`config.mk`:
```
export PLATFORM = sky130hd
export DESIGN_NAME = utf8_to_utf16_stream_decoder
export DESIGN_NICKNAME = d
export VERILOG_FILES = /design/src/design/utd_pkg.sv /design/src/design/utd_front.sv /design/src/design/utd_queue.sv /design/src/design/utd_back.sv /design/src/design/utf8_to_utf16_stream_decoder.sv
export SDC_FILE = /design/constraint.sdc
export NUM_CORES = 1
export LEC_CHECK = 0
export ABC_AREA = 1
export BUFFER_PORTS_ARGS = -buffer_cell sky130_fd_sc_hd__buf_4
export CAP_MARGIN = 40
export CORE_ASPECT_RATIO = 2
export CORE_MARGIN = 3
export CORE_UTILIZATION = 30
export DETAILED_ROUTE_END_ITERATION = 16
export PLACE_DENSITY_LB_ADDON = 0.12
export SETUP_SLACK_MARGIN = 0.1
export SYNTH_ARGS = -nofsm -noshare
export SYNTH_HDL_FRONTEND = slang
export SYNTH_SLANG_ARGS = --single-unit
```
`constraint.sdc`:
```
create_clock -name clk -period 5.7 [get_ports clk]
set_clock_uncertainty 0.1 [all_clocks]
set_input_delay 0.57 -clock clk [delete_from_list [all_inputs] [get_ports clk]]
set_output_delay 0.57 -clock clk [all_outputs]
set_load 0.1 [all_outputs]
```
`src/design/utd_pkg.sv`:
```
package utd_pkg;

  // Depth of the queue between the decoding front end and the output back end.
  localparam int QUEUE_DEPTH = 4;
  localparam int QPTR_W      = $clog2(QUEUE_DEPTH);

  localparam int SCALAR_W = 21;

  // Kinds of work that the front end hands to the back end.
  localparam logic [1:0] JOB_UNIT  = 2'd0;  // one code unit
  localparam logic [1:0] JOB_PAIR  = 2'd1;  // surrogate pair
  localparam logic [1:0] JOB_ERROR = 2'd2;  // invalid string

  // Byte class boundaries.
  localparam logic [7:0] ASCII_MAX = 8'h7F;
  localparam logic [7:0] CONT_MAX  = 8'hBF;
  localparam logic [7:0] LEAD2_MAX = 8'hDF;
  localparam logic [7:0] LEAD3_MAX = 8'hEF;
  localparam logic [7:0] LEAD4_MAX = 8'hF7;
  localparam logic [7:0] CONT_MIN  = 8'h80;

  localparam logic [SCALAR_W-1:0] SURR_MIN   = 21'h00D800;
  localparam logic [SCALAR_W-1:0] SURR_MAX   = 21'h00DFFF;
  localparam logic [SCALAR_W-1:0] SCALAR_MAX = 21'h10FFFF;
  localparam logic [SCALAR_W-1:0] BMP_MAX    = 21'h00FFFF;
  localparam logic [SCALAR_W-1:0] PLANE1     = 21'h010000;
  localparam logic [15:0]         HIGH_BASE  = 16'hD800;
  localparam logic [15:0]         LOW_BASE   = 16'hDC00;

  typedef struct packed {
    logic [1:0]          kind;
    logic [SCALAR_W-1:0] scalar;
    logic                eos;
  } job_t;

endpackage

```
`src/design/utd_front.sv`:
```
module utd_front (
  input  logic          clk,
  input  logic          rst,
  input  logic          accept,
  input  logic [7:0]    data_byte,
  input  logic          end_of_string,
  output logic          push,
  output utd_pkg::job_t job
);
  import utd_pkg::*;

  logic [SCALAR_W-1:0] partial_scalar, partial_scalar_next;
  logic [1:0]          bytes_owed, bytes_owed_next;
  logic                discarding, discarding_next;

  logic [SCALAR_W-1:0] gathered;
  logic [1:0]          owed_after;
  logic                fault;
  logic                emit;

  always_comb begin
    gathered   = partial_scalar;
    owed_after = bytes_owed;
    fault      = 1'b0;
    emit       = 1'b0;

    if (bytes_owed == 2'd0) begin
      if (data_byte <= ASCII_MAX) begin
        gathered = {13'd0, data_byte};
      end else if (data_byte <= CONT_MAX) begin
        fault = 1'b1;
      end else if (data_byte <= LEAD2_MAX) begin
        gathered   = {16'd0, data_byte[4:0]};
        owed_after = 2'd1;
      end else if (data_byte <= LEAD3_MAX) begin
        gathered   = {17'd0, data_byte[3:0]};
        owed_after = 2'd2;
      end else if (data_byte <= LEAD4_MAX) begin
        gathered   = {18'd0, data_byte[2:0]};
        owed_after = 2'd3;
      end else begin
        fault = 1'b1;
      end
    end else begin
      if (data_byte < CONT_MIN || data_byte > CONT_MAX) begin
        fault = 1'b1;
      end else begin
        gathered   = {partial_scalar[SCALAR_W-7:0], data_byte[5:0]};
        owed_after = bytes_owed - 2'd1;
      end
    end

    if (!fault) begin
      if (owed_after != 2'd0) begin
        fault = end_of_string;
      end else if ((gathered >= SURR_MIN && gathered <= SURR_MAX) || gathered > SCALAR_MAX) begin
        fault = 1'b1;
      end else begin
        emit = 1'b1;
      end
    end
  end

  always_comb begin
    partial_scalar_next = partial_scalar;
    bytes_owed_next     = bytes_owed;
    discarding_next     = discarding;
    push                = 1'b0;
    job.kind            = JOB_UNIT;
    job.scalar          = gathered;
    job.eos             = end_of_string;

    if (accept) begin
      if (discarding) begin
        if (end_of_string) begin
          discarding_next = 1'b0;
        end
      end else if (fault) begin
        push                = 1'b1;
        job.kind            = JOB_ERROR;
        partial_scalar_next = '0;
        bytes_owed_next     = 2'd0;
        discarding_next     = !end_of_string;
      end else if (emit) begin
        push                = 1'b1;
        job.kind            = (gathered > BMP_MAX) ? JOB_PAIR : JOB_UNIT;
        partial_scalar_next = '0;
        bytes_owed_next     = 2'd0;
      end else begin
        partial_scalar_next = gathered;
        bytes_owed_next     = owed_after;
      end
    end
  end

  always_ff @(posedge clk) begin
    if (rst) begin
      partial_scalar <= '0;
      bytes_owed     <= 2'd0;
      discarding     <= 1'b0;
    end else begin
      partial_scalar <= partial_scalar_next;
      bytes_owed     <= bytes_owed_next;
      discarding     <= discarding_next;
    end
  end

endmodule

```
`src/design/utd_queue.sv`:
```
module utd_queue (
  input  logic          clk,
  input  logic          rst,
  input  logic          push,
  input  utd_pkg::job_t wdata,
  input  logic          pop,
  output utd_pkg::job_t rdata,
  output logic          full,
  output logic          empty
);
  import utd_pkg::*;

  job_t              slots [QUEUE_DEPTH];
  logic [QPTR_W-1:0] wr_ptr;
  logic [QPTR_W-1:0] rd_ptr;
  logic [QPTR_W:0]   count;

  assign full  = (count == QPTR_W'(0) + (QPTR_W+1)'(QUEUE_DEPTH));
  assign empty = (count == '0);
  assign rdata = slots[rd_ptr];

  always_ff @(posedge clk) begin
    if (push) begin
      slots[wr_ptr] <= wdata;
    end
  end

  always_ff @(posedge clk) begin
    if (rst) begin
      wr_ptr <= '0;
      rd_ptr <= '0;
      count  <= '0;
    end else begin
      if (push) begin
        wr_ptr <= wr_ptr + 1'b1;
      end
      if (pop) begin
        rd_ptr <= rd_ptr + 1'b1;
      end
      if (push && !pop) begin
        count <= count + 1'b1;
      end else if (pop && !push) begin
        count <= count - 1'b1;
      end
    end
  end

endmodule

```
`src/design/utd_back.sv`:
```
module utd_back (
  input  logic          clk,
  input  logic          rst,
  input  logic          empty,
  input  utd_pkg::job_t head,
  output logic          pop,
  output logic          unit_valid,
  input  logic          unit_stall,
  output logic [15:0]   code_unit,
  output logic          is_error,
  output logic          run_last,
  output logic          string_done
);
  import utd_pkg::*;

  logic                second_half;
  logic                load;
  logic [SCALAR_W-1:0] offset;
  logic [15:0]         high_unit;
  logic [15:0]         low_unit;

  assign load      = !empty && (!unit_valid || !unit_stall);
  assign offset    = head.scalar - PLANE1;
  assign high_unit = HIGH_BASE + {6'd0, offset[19:10]};
  assign low_unit  = LOW_BASE + {6'd0, offset[9:0]};
  assign pop       = load && !(head.kind == JOB_PAIR && !second_half);

  always_ff @(posedge clk) begin
    if (load) begin
      case (head.kind)
        JOB_PAIR: begin
          code_unit   <= second_half ? low_unit : high_unit;
          is_error    <= 1'b0;
          run_last    <= second_half;
          string_done <= second_half && head.eos;
        end
        JOB_ERROR: begin
          code_unit   <= '0;
          is_error    <= 1'b1;
          run_last    <= 1'b1;
          string_done <= head.eos;
        end
        default: begin
          code_unit   <= head.scalar[15:0];
          is_error    <= 1'b0;
          run_last    <= 1'b1;
          string_done <= head.eos;
        end
      endcase
    end
  end

  always_ff @(posedge clk) begin
    if (rst) begin
      unit_valid  <= 1'b0;
      second_half <= 1'b0;
    end else begin
      if (load) begin
        unit_valid <= 1'b1;
      end else if (!unit_stall) begin
        unit_valid <= 1'b0;
      end
      if (load && head.kind == JOB_PAIR) begin
        second_half <= !second_half;
      end
    end
  end

endmodule

```
`src/design/utf8_to_utf16_stream_decoder.sv`:
```
// UTF-8 to UTF-16 stream decoder. Bytes of a UTF-8 string arrive one per beat on the byte
// channel, the last byte of each string marked by end_of_string; UTF-16 code units leave one
// per beat on the unit channel. A completed scalar up to 0xFFFF gives one unit, a larger one a
// surrogate pair (high unit first, run_last set only on the low unit). The first fault in a
// string (stray or bad continuation, lead above 0xF7, truncation at the end mark, a surrogate
// value or one above 0x10FFFF) gives a single beat with is_error set and code_unit zero, and
// every further byte of that string is dropped up to and including its end byte. Overlong
// forms are accepted. string_done marks the last beat caused by an end byte. The block takes
// one byte per cycle while the queue is not full: the front end decodes a byte in the
// cycle it is accepted and posts at most one job to a four-entry queue, and the back end
// drains the queue into an output register at one beat per cycle while unit_stall is low,
// a surrogate pair giving two beats. Since a pair needs four input bytes, the output side
// keeps up with a full-rate input stream. Jobs pass the queue, then the output register.
module utf8_to_utf16_stream_decoder (
  input  logic        clk,
  input  logic        rst,
  input  logic        byte_valid,
  output logic        byte_stall,
  input  logic [7:0]  data_byte,
  input  logic        end_of_string,
  output logic        unit_valid,
  input  logic        unit_stall,
  output logic [15:0] code_unit,
  output logic        is_error,
  output logic        run_last,
  output logic        string_done
);
  import utd_pkg::*;

  logic accept;
  logic push;
  logic pop;
  logic full;
  logic empty;
  job_t new_job;
  job_t head_job;

  // The front end holds off only when the queue has no room for a job it might post.
  assign byte_stall = full;
  assign accept     = byte_valid && !byte_stall;

  // Decoding state machine: partial scalar, bytes still owed and the drop flag.
  utd_front u_front (
    .clk           (clk),
    .rst           (rst),
    .accept        (accept),
    .data_byte     (data_byte),
    .end_of_string (end_of_string),
    .push          (push),
    .job           (new_job)
  );

  // Short queue that decouples decoding from the output handshake.
  utd_queue u_queue (
    .clk   (clk),
    .rst   (rst),
    .push  (push),
    .wdata (new_job),
    .pop   (pop),
    .rdata (head_job),
    .full  (full),
    .empty (empty)
  );

  // Output side: turns each job into one or two beats in a registered stage.
  utd_back u_back (
    .clk         (clk),
    .rst         (rst),
    .empty       (empty),
    .head        (head_job),
    .pop         (pop),
    .unit_valid  (unit_valid),
    .unit_stall  (unit_stall),
    .code_unit   (code_unit),
    .is_error    (is_error),
    .run_last    (run_last),
    .string_done (string_done)
  );

endmodule

```
=== After elaboration in Yosys (flattened, before gate mapping) ===
Memory sizes are Yosys's and may differ from the RTL's. A register that Yosys moved wholly into a read port is not among the register bits.
Index checks and enable logic that the tools add are counted.

* Bits in registers: 52
* RAM bits: 96
* Bits of input ports: 13
* Memories kept: 1

{| class="wikitable"
|+ Memories
! name !! words !! width !! rd ports !! clocked after Yosys merged registers in !! wr ports !! line !! source
|-
| u_queue.slots || 4 || 24 || 1 || 1 || 1 || utd_queue.sv:13 || <nowiki>job_t slots [QUEUE_DEPTH];</nowiki>
|}

* Add/sub/neg operators: 8
* $lt $le $gt $ge: 11
* Equality and inequality tests: 4
* Multiplexer cells: 55
* Bitwise logic cells: 1
* Reductions and logical operators: 26

{| class="wikitable"
|+ Operators by type and width
! kind !! count
|-
| 21-bit two-way mux || 9
|-
| 15-bit by 11-bit adder with 16-bit output (first input constant) || 2
|-
| 8-bit <= comparator (second input constant) || 4
|-
| 16-bit case mux with 2 select lines || 1
|-
| 2-bit two-way mux || 15
|-
| 1-bit two-way mux || 27
|-
| 21-bit by 16-bit >= comparator with 1-bit output (second input constant) || 1
|-
| 21-bit by 16-bit > comparator with 1-bit output (second input constant) || 1
|-
| 21-bit > comparator (second input constant) || 1
|-
| 21-bit by 16-bit <= comparator with 1-bit output (second input constant) || 1
|-
| 20-bit by 17-bit subtractor with 20-bit output (second input constant) || 1
|-
| 16-bit two-way mux || 1
|-
| 1-bit logical AND || 9
|-
| 1-bit zero test || 9
|-
| 8-bit > comparator (second input constant) || 1
|-
| 8-bit by 7-bit <= comparator with 1-bit output (second input constant) || 1
|-
| 8-bit less-than comparator (second input constant) || 1
|-
| 3-bit two-way mux || 2
|-
| 2-bit by 1-bit adder with 2-bit output (second input constant) || 2
|-
| 2-bit nonzero test || 2
|-
| 3-bit by 1-bit adder with 3-bit output (second input constant) || 1
|-
| 3-bit equality test (second input constant) || 1
|-
| 3-bit zero test || 1
|-
| 1-bit logical OR || 3
|-
| 8 further kinds || 8
|}

=== Longest topological paths before layout ===
Gate-level depths: netlist (run 1).

* Depth after elaboration: 21
* Gate-level depth with buffers: 20

=== Modules after synthesis ===
From an unflattened synthesis (run 1), not the netlist that was laid out.

* Cell total of the unflattened synthesis: 664
* Area total of the unflattened synthesis: 6,827.8 um^2

{| class="wikitable"
|+ Modules (own cells, without submodules)
! module !! instances !! cells an instance !! area each (um^2)
|-
| utd_queue || 1 || 290 || 4,171.5
|-
| utd_front || 1 || 280 || 1,702.9
|-
| utd_back || 1 || 92 || 943.4
|-
| utf8_to_utf16_stream_decoder || 1 || 2 || 10.0
|}

=== Least setup slack after synthesis (run 1) ===
No wires, ideal clock.

* Kind: register -> register
* Start: reg u_queue.count[0]
* End: reg u_queue.count[1]
* Library setup time: 120 ps
* Arrival: 4,039 ps
* Slack: 1,441 ps
* Cell stages (with the launch flop): 13
* Path buffers: 1
* Cell sequence: dfxtp_1 -> nor3_1 -> nor2_1 -> inv_1 -> nor2_1 -> buf_1 -> nand2_2 -> inv_1 -> ha_1 -> inv_1 -> fa_1 -> o21ai_0 -> a21oi_1

* Cells in the longest elaborated chain, start to end: 7

{| class="wikitable"
|+ RTL lines
! element !! line !! source
|-
| start: declaration || utd_queue.sv:16 || <nowiki>logic [QPTR_W:0] count;</nowiki>
|-
| start signal: assignment || utd_queue.sv:41 || <nowiki>count <= count + 1'b1;</nowiki>
|-
| start signal: assignment || utd_queue.sv:43 || <nowiki>count <= count - 1'b1;</nowiki>
|-
| 3-bit equality test * || utd_queue.sv:18 || <nowiki>assign full = (count == QPTR_W'(0) + (QPTR_W+1)'(QUEUE_DEPTH));</nowiki>
|-
| named net byte_stall || utf8_to_utf16_stream_decoder.sv:18 || <nowiki>output logic byte_stall,</nowiki>
|-
| 1-bit zero test * || utf8_to_utf16_stream_decoder.sv:40 || <nowiki>assign accept = byte_valid && !byte_stall;</nowiki>
|-
| 1-bit logical AND * || utf8_to_utf16_stream_decoder.sv:40 ||
|-
| 1-bit two-way mux * || utd_front.sv:73 || <nowiki>if (accept) begin</nowiki>
|-
| named net push || utf8_to_utf16_stream_decoder.sv:31 || <nowiki>logic push;</nowiki>
|-
| 1-bit zero test || utd_queue.sv:42 || <nowiki>end else if (pop && !push) begin</nowiki>
|-
| 1-bit logical AND || utd_queue.sv:42 ||
|-
| 2-bit nonzero test (no line) || n/a ||
|}

The timed path passes the listed nets; every way through them passes the cells marked *. The select of a mux whose other input is x is not followed.
A chain may end at the register's enable or synchronous reset.

=== Worst setup path in the final report (run 1) ===
* Start: reg u_front.bytes_owed[0]
* End: reg u_queue.count[1]

* Cells in the longest elaborated chain, start to end: 16

{| class="wikitable"
|+ RTL lines
! element !! line !! source
|-
| start: declaration || utd_front.sv:13 || <nowiki>logic [1:0] bytes_owed, bytes_owed_next;</nowiki>
|-
| start signal: assignment || utd_front.sv:103 || <nowiki>bytes_owed <= bytes_owed_next;</nowiki>
|-
| branches (longest 10 deep; another with 21-bit by 16-bit >= comparator with 1-bit output) || n/a ||
|-
| 1-bit two-way mux * || utd_front.sv:78 || <nowiki>end else if (fault) begin</nowiki>
|-
| 1-bit two-way mux * || utd_front.sv:74 || <nowiki>if (discarding) begin</nowiki>
|-
| 1-bit two-way mux * || utd_front.sv:73 ||
|-
| named net push || utf8_to_utf16_stream_decoder.sv:31 ||
|-
| 1-bit zero test || utd_queue.sv:42 ||
|-
| 1-bit logical AND || utd_queue.sv:42 ||
|-
| 2-bit nonzero test (no line) || n/a ||
|}

Mark *: on every way through the listed nets, which the timed path passes.

==> results.md, run 1 <==
* Number of buffers inserted for hold repair after clock tree synthesis at 0
* Final Hold Slack at 0.317 ns
* Router iterations before antenna repair at 5
* Detail Route Antenna Nets at 0
* Post-synth top flop: edfxtp_1
* Die X-Extent at 110 um
* Total global-route track usage at 14.8%
* Antenna fix cells at 0
* Global route total overflow at 0
* Area share of and/or/nand/nor cells after synthesis at 16.0%
* CTS buffer count at 17
* Highest-delay cell along the critical path: ha_1
* CTS tree: done
* Detailed-route DRC error count at 0
* Critical path class: flop to flop
* WP data arrival at 3.78 ns
* Sequence of cells on the critical path: inv_1, ha_1, inv_1, nand2_4, inv_2, a22oi_2, nand2_2, nand2_2, nand2_2, nand2_2, inv_1, ha_1, inv_1, fa_1, o21ai_0, a21oi_1
* Number of buffers on the longest clock path at 2
* Count of endpoints failing setup in the final report at 0
* Top delay family on crit path: adder cells
* Number of gates resized after cts at 0
* Portion of the post-synthesis area used by sequential elements at 62.6%
* Tightest slew margin relative to the limit at 46.0%
* Final worst path period share at 62.7%
* Largest stage delay on the critical path at 0.47 ns
* Max Cap Viol at 0
* Layout cells sized above 1 at 15.4%
* Most common library cell in the layout ignoring fill and taps: edfxtp_1
* Total clock sinks at 146
* Synth Cell Area at 0.00644 mm2
* Maximum number of pins on one net before global-route repair at 47
* Post-synth EDFFs at 111
* Leading cell types in the layout, fill and taps excluded: 111 x edfxtp_1, 110 x nand2_1, 59 x nor2_1, 54 x inv_1, 54 x o21ai_0
* YS warnings at 0
* Count of unique library cells instantiated by Yosys at 45
* Result of the run: finished clean
* Post-synthesis compound-gate area fraction at 13.4%
* Peak supply drop at 317 uV
* Wire per inst at 17.4 um
* Setup Fix Bufs, Post-CTS at 0
* Portion of netlist area occupied by mux cells at 0%
* Fraction of registers with async set/reset at 0%
* Number of antenna violations at the first check in global routing at 0
* Die footprint at 0.0234 mm2
* Post-synthesis adder-cell area fraction at 2.06%
* Achievable frequency at 280 MHz
* Starting Density at 30.7%
* CP Capture Type: flop
* Layout Area Growth over Synthesis at 18.0%
* CTS H-tree depth at 4
* Clock slew at the register clock pins of the worst setup and hold paths at 0.06 ns
* Total buffers and inverters traversed by the critical path at 5
* Crit path required time at 5.91 ns
* Hold Crit Class: primary input to flop
* Top area cells in the synthesized netlist: edfxtp_1 52%, dfxtp_1 11%, nand2_1 6.4%
* Number of nets in the layout at 678
* Area share of xor/xnor cells in the synthesized design at 0.136%
* Routed via count at 4,585
* Clock root cell: clkbuf_16
* Overall die height at 213 um
* Biggest area consumer among synthesized cells: edfxtp_1
* Final Slew Violations at 0
* Layout fillers at 2,147
* Number of standard-cell rows in the floorplan at 75
* Global-route wire length before repair at 25,300 um
* Post-synthesis sequential element count at 146
* Post-synth top area share at 51.7%
* Skew-Pair Late Insertion Delay at 0.42 ns
* GP Congestion at 0.810
* Final sum of negative setup slack at 0 ns
* Syn_nets at 645
* HPWL reported at the end of detailed placement at 11,600 um
* Ratio of total power to cell area at 549 mW/mm2
* Via count of the first global-routing pass at 4,695
* Static power due to leakage at 2.86 nW
* DR iter-0 viols at 220
* Area of the core at 0.0210 mm2
* Kind of start point of the critical path: flop
* Critical path fanouts, max at 20
* Sum of routed wire length over all layers at 16,300 um
* Largest family of logic cells by synthesized area: simple AND/OR/NAND/NOR gates
* I/O pin cnt at 34
* Cell count after synthesis at 622
* Post-route minimum period at 3.57 ns
* Unrepaired setup endpoints after global routing: false
* Final Hold Fails at 0
* Via-per-instance ratio at 4.89
* Number of port buffers at 33
* Transition time at the pin with the least slew margin at 0.805 ns
* Average cell area after synthesis at 10.4 um2
-- worst paths after layout --
| path | startpoint | to | slack (ns) | cells past startpoint |
|---|---|---|---|---|
| setup / recovery | u_front.bytes_owed[0]$_SDFFE_PP0P_ | u_queue.count[1]$_SDFFE_PP0P_ | 2.13 | 16 |
| setup reg to reg | u_front.bytes_owed[0]$_SDFFE_PP0P_ | u_queue.count[1]$_SDFFE_PP0P_ | 2.13 | 16 |
| hold reg to reg | u_front.bytes_owed[0]$_SDFFE_PP0P_ | u_front.bytes_owed[0]$_SDFFE_PP0P_ | 0.37 | 2 |
| hold / removal | end_of_string | u_queue.slots[1][0]$_DFFE_PP_ | 0.32 | 1 |
-- cell usage after synthesis (2+ instances only) --
cell type and n:
nand4_1 19, edfxtp_1 111, inv_2 4, nor3_1 4, buf_4 3, o22a_1 2, nor2_1 63, or3_1 2
inv_1 54, a21oi_1 51, nand3_1 10, o32ai_1 2, o22ai_1 16, clkinv_1 2, nand2_1 110, buf_1 2
nand2_2 12, ha_1 9, a32oi_1 3, o21ai_1 2, nor2_4 2, nand2_4 4, clkbuf_1 18, buf_6 3
a32o_1 7, dfxtp_1 35, o21ai_0 54
-- kinds of logic (layout without fill, tap and decap cells) --
group / Yosys count / count (layout)
and+or+nand+nor: 229 / 229
AOI/OAI and AO/OA: 148 / 148
DFF: 146 / 146
buffers and inverters: 88 / 134
adders and majority gates: 10 / 10
xor gates and xnor gates: 1 / 1
-- worst reg2reg max path: stages (launching register included) --
cell and delay [ns]:
dfxtp_1 0.31, inv_1 0.12, ha_1 0.47, inv_1 0.27, nand2_4 0.17, inv_2 0.08, a22oi_2 0.14, nand2_2 0.09
nand2_2 0.33, nand2_2 0.18, nand2_2 0.22, inv_1 0.07, ha_1 0.19, inv_1 0.10, fa_1 0.42, o21ai_0 0.15
a21oi_1 0.06
-- sequential cells by signal, summed over array words and instances, names as in the netlist, 2 cells and up, named ones only --
| name | flops |
|---|---|
| u_queue.rd_ptr | 2 |
| u_front.bytes_owed | 2 |
| u_queue.count | 3 |
| u_front.partial_scalar | 21 |
| u_queue.slots | 92 |
| u_back.code_unit | 16 |
| u_queue.wr_ptr | 2 |
-- power breakdown --
group | switching [mW] | total, mW | internal, mW
clock | 0.434 | 1.21 | 0.775
sequential | 0.0579 | 1.44 | 1.38
combinational | 1.18 | 1.52 | 0.342
-- metrics by stage --
stage                     setup WS (ns)  instances  utilization (%)  total power, mW  instance area [um2]
after global placement             2.03        904             33.0             3.00                 6950
after global routing               1.80        937             36.2             4.39                 7600
after CTS                          2.10        937             36.2             4.23                 7600
after detailed placement           2.13        905             33.1             3.02                 6960
after floorplan                    1.44        622                -             2.61                 6440
final                              2.13        937             36.2             4.17                 7600
-- final cells by class --
| class | instances | area (um2) | share of cell area [%] |
|---|---|---|---|
| flip-flops and latches | 146 | 4030 | 53.1 |
| multi-input cells | 388 | 2040 | 26.9 |
| clock buffers | 18 | 429 | 5.65 |
| well taps | 269 | 337 | 4.43 |
| repair buffers | 42 | 323 | 4.25 |
| inverters | 60 | 225 | 2.96 |
| clock inverters | 14 | 210 | 2.77 |
-- routing by layer --
| metal | routed length [um] | vias up | part of all wire [%] | track usage (%) |
|---|---|---|---|---|
| li1 | - | 2252 | - | - |
| met1 | 6120 | 2219 | 38 | 15.2 |
| met2 | 9230 | 91 | 57 | 27.9 |
| met3 | 461 | 23 | 2.8 | 3.30 |
| met4 | 487 | 0 | 3.0 | 6.76 |
| met5 | 0 | - | 0 | 0 |
Note: power is estimated with default switching activity, not from simulation.
==> run 2, diff against run 1 <==
==> constraint.sdc (replaced) <==
create_clock -name clk -period 3 [get_ports clk]
set_clock_uncertainty 0.1 [all_clocks]
set_input_delay 0.3 -clock clk [delete_from_list [all_inputs] [get_ports clk]]
set_output_delay 0.3 -clock clk [all_outputs]
set_load 0.1 [all_outputs]
==> results.md, run 2 (same netlist as run 1, synthesis figures left out) <==
* Result of the run: finished clean
* Achievable frequency at 374 MHz (+34%)
* Overall die height at 213 um (unchanged)
* I/O pin cnt at 34 (unchanged)
* Core occupancy in the finished layout at 36.9% (+0.74 points)
* Hold wc startpoint: end_of_string
* Transition time at the pin with the least slew margin at 0.768 ns (-0.0369 ns)
* Layout cells sized above 1 at 18.5% (+3.1 points)
* Wire per inst at 17.1 um (-1.6%)
* Final Hold Fails at 0 (unchanged)
* Router iterations before antenna repair at 4 (-1)
* Detailed-route DRC error count at 0 (unchanged)
* DR iter-0 viols at 241 (+9.5%)
* Detail Route Antenna Nets at 0 (unchanged)
* Final Instance Count excl. Fillers at 951 (+1.5%)
* WHS Endpoint: u_queue.slots[1][0]$_DFFE_PP_
* Peak supply drop at 678 uV (+110%)
* Count of endpoints failing setup in the final report at 0 (unchanged)
* Post-route minimum period at 2.67 ns (-0.900 ns)
* Maximum number of pins on one net before global-route repair at 33 (-30%)
* Total global-route track usage at 14.9% (+0.10 points)
* Kind of start point of the critical path: flop
* Area of the core at 0.0210 mm2 (unchanged)
* Number of nets in the layout at 692 (+2.1%)
* HPWL reported at the end of detailed placement at 11,500 um (-1.3%)
* CP Capture Type: flop
* Hold Crit Class: primary input to flop
* Skew-Pair Late Insertion Delay at 0.42 ns (about the same)
* Max Cap Viol at 0 (unchanged)
* Number of port buffers at 33 (unchanged)
* Clock root cell: clkbuf_16
* Starting Density at 30.7% (unchanged)
* Die X-Extent at 110 um (unchanged)
* Via count of the first global-routing pass at 4,648 (-1.0%)
* Static power due to leakage at 2.95 nW (+3.0%)
* Ratio of total power to cell area at 1020 mW/mm2 (+86%)
* Summed area of non-filler cells in the final layout at 0.00776 mm2 (+2.0%)
* Cell area reported after detailed placement at 0.00711 mm2 (+2.2%)
* Total power consumption of the routed design at 7.90 mW (+89%)
* Total clock sinks at 146 (unchanged)
* Tightest slew margin relative to the limit at 48.8% (+2.7 points)
* Global-route wire length before repair at 25,600 um (+0.90%)
* Number of antenna violations at the first check in global routing at 0 (unchanged)
* FF-to-FF setup slack at 0.33 ns (-1.80 ns)
* CTS tree: done
* Number of standard-cell rows in the floorplan at 75 (unchanged)
* Die footprint at 0.0234 mm2 (unchanged)
* Leading cell types in the layout, fill and taps excluded: 111 x edfxtp_1, 110 x nand2_1, 58 x nor2_1, 54 x inv_1, 54 x o21ai_0
* Number of cells on the worst reg-to-reg path at 18 (+2)
* Layout Area Growth over Synthesis at 20.4%
* Crit path required time at 3.25 ns (-2.66 ns)
* Via-per-instance ratio at 4.86 (-0.74%)
* Critical path class: flop to flop
* Critical path fanouts, max at 8 (-60%)
* Hold Path Cell Cnt at 1 (unchanged)
* Global route total overflow at 0 (unchanged)
* CTS H-tree depth at 4 (unchanged)
* Critical R2R Launch: u_front.bytes_owed[0]$_SDFFE_PP0P_
* Sequential cell area in the final layout at 0.00404 mm2 (about the same)
* GP Congestion at 0.814 (+0.48%)
* Register bank with the most flops: u_queue.slots
* WP data arrival at 2.93 ns (-0.85 ns)
* Clock slew at the register clock pins of the worst setup and hold paths at 0.06 ns (about the same)
* Largest registers ranked by flip-flop count: u_queue.slots x92, u_front.partial_scalar x21, u_back.code_unit x16
* Antenna fix cells at 0 (unchanged)
* Most common library cell in the layout ignoring fill and taps: edfxtp_1
* Routed via count at 4,619 (+0.74%)
* Unrepaired setup endpoints after global routing: false
* Final Slew Violations at 0 (unchanged)
* Number of buffers inserted for hold repair after clock tree synthesis at 0 (unchanged)
* Cells after DPL at 918 (+1.4%)
* CTS buffer count at 17 (unchanged)
* Number of buffers on the longest clock path at 2 (unchanged)
* Sum of routed wire length over all layers at 16,300 um (about the same)
* Terminus of the critical flop-to-flop path: u_queue.count[2]$_SDFFE_PP0P_
* Layout fillers at 2,104 (-2.0%)
* Final worst path period share at 89.1% (+26 points)
* Largest register FFs at 92 (unchanged)
* Multi-input gate area in the final layout at 0.00207 mm2 (+1.4%)
[run 2: per-stage QoR]
stage | hold WS (ns) | TNS (ns) | setup slack [ns]
after CTS | 0.0290 | 0 | 0.203
after global placement | 0.358 | 0 | 0.235
after floorplan | 0.299 | -1.00 | -0.0109
final | 0.0470 | 0 | 0.328
after detailed placement | 0.366 | 0 | 0.226
after global routing | 0.0315 | 0 | 0.110
[run 2: worst max-delay path: stages, from the launching register on]
cell and delay, ns:
dfxtp_1 0.33, inv_1 0.09, ha_2 0.22, buf_4 0.17
nor2_8 0.14, inv_2 0.05, o211ai_2 0.18, nand2_2 0.10
nand2_4 0.10, nand2_2 0.06, inv_1 0.06, ha_1 0.14
inv_1 0.07, fa_1 0.38, nor2_1 0.11, nor2_1 0.04
nand2_1 0.07, o21ai_0 0.07, a21oi_1 0.12
[run 2: timing repair]
item | CTS | global route
endpoints found under the setup margin | 0 | 6
buffers inserted | 0 | 1
gates resized for setup | 0 | 7
[run 2: worst max-delay path by stage]
stage | startpoint | end | slack (ns) | cells after the start
finish | u_front.bytes_owed[0]$_SDFFE_PP0P_ | u_queue.count[2]$_SDFFE_PP0P_ | 0.33 | 18
global route | u_front.bytes_owed[0]$_SDFFE_PP0P_ | u_queue.count[2]$_SDFFE_PP0P_ | 0.11 | 19
CTS | u_front.bytes_owed[1]$_SDFFE_PP0P_ | u_queue.count[2]$_SDFFE_PP0P_ | 0.20 | 18
floorplan | u_front.bytes_owed[1]$_SDFFE_PP0P_ | u_queue.slots[0][0]$_DFFE_PP_ | -0.01 | 12
global placement | u_front.bytes_owed[1]$_SDFFE_PP0P_ | u_queue.count[2]$_SDFFE_PP0P_ | 0.24 | 18
detailed placement | u_front.bytes_owed[1]$_SDFFE_PP0P_ | u_queue.count[2]$_SDFFE_PP0P_ | 0.23 | 18
[run 2: layout make-up]
cell class                 count  share of cell area, %
clock buffer                  22                   6.24
clock inverter                10                   1.69
inverter                      60                   2.90
multi-input combinational    388                   26.7
sequential                   146                   52.0
tap                          269                   4.34
timing repair buffer          56                   6.07
[run 2: routing by layer]
layer / wire length (um) / vias to the layer above / global-route usage, %
met5: 0 / - / 0
met4: 377 / 0 / 6.11
met3: 511 / 21 / 3.30
met2: 9280 / 90 / 28.0
met1: 6110 / 2239 / 15.7
li1: - / 2269 / -
[run 2: power breakdown]
group          switching (mW)  internal (mW)  total [mW]
combinational            2.28          0.719        3.00
sequential              0.104           2.62        2.73
clock                   0.784           1.39        2.17
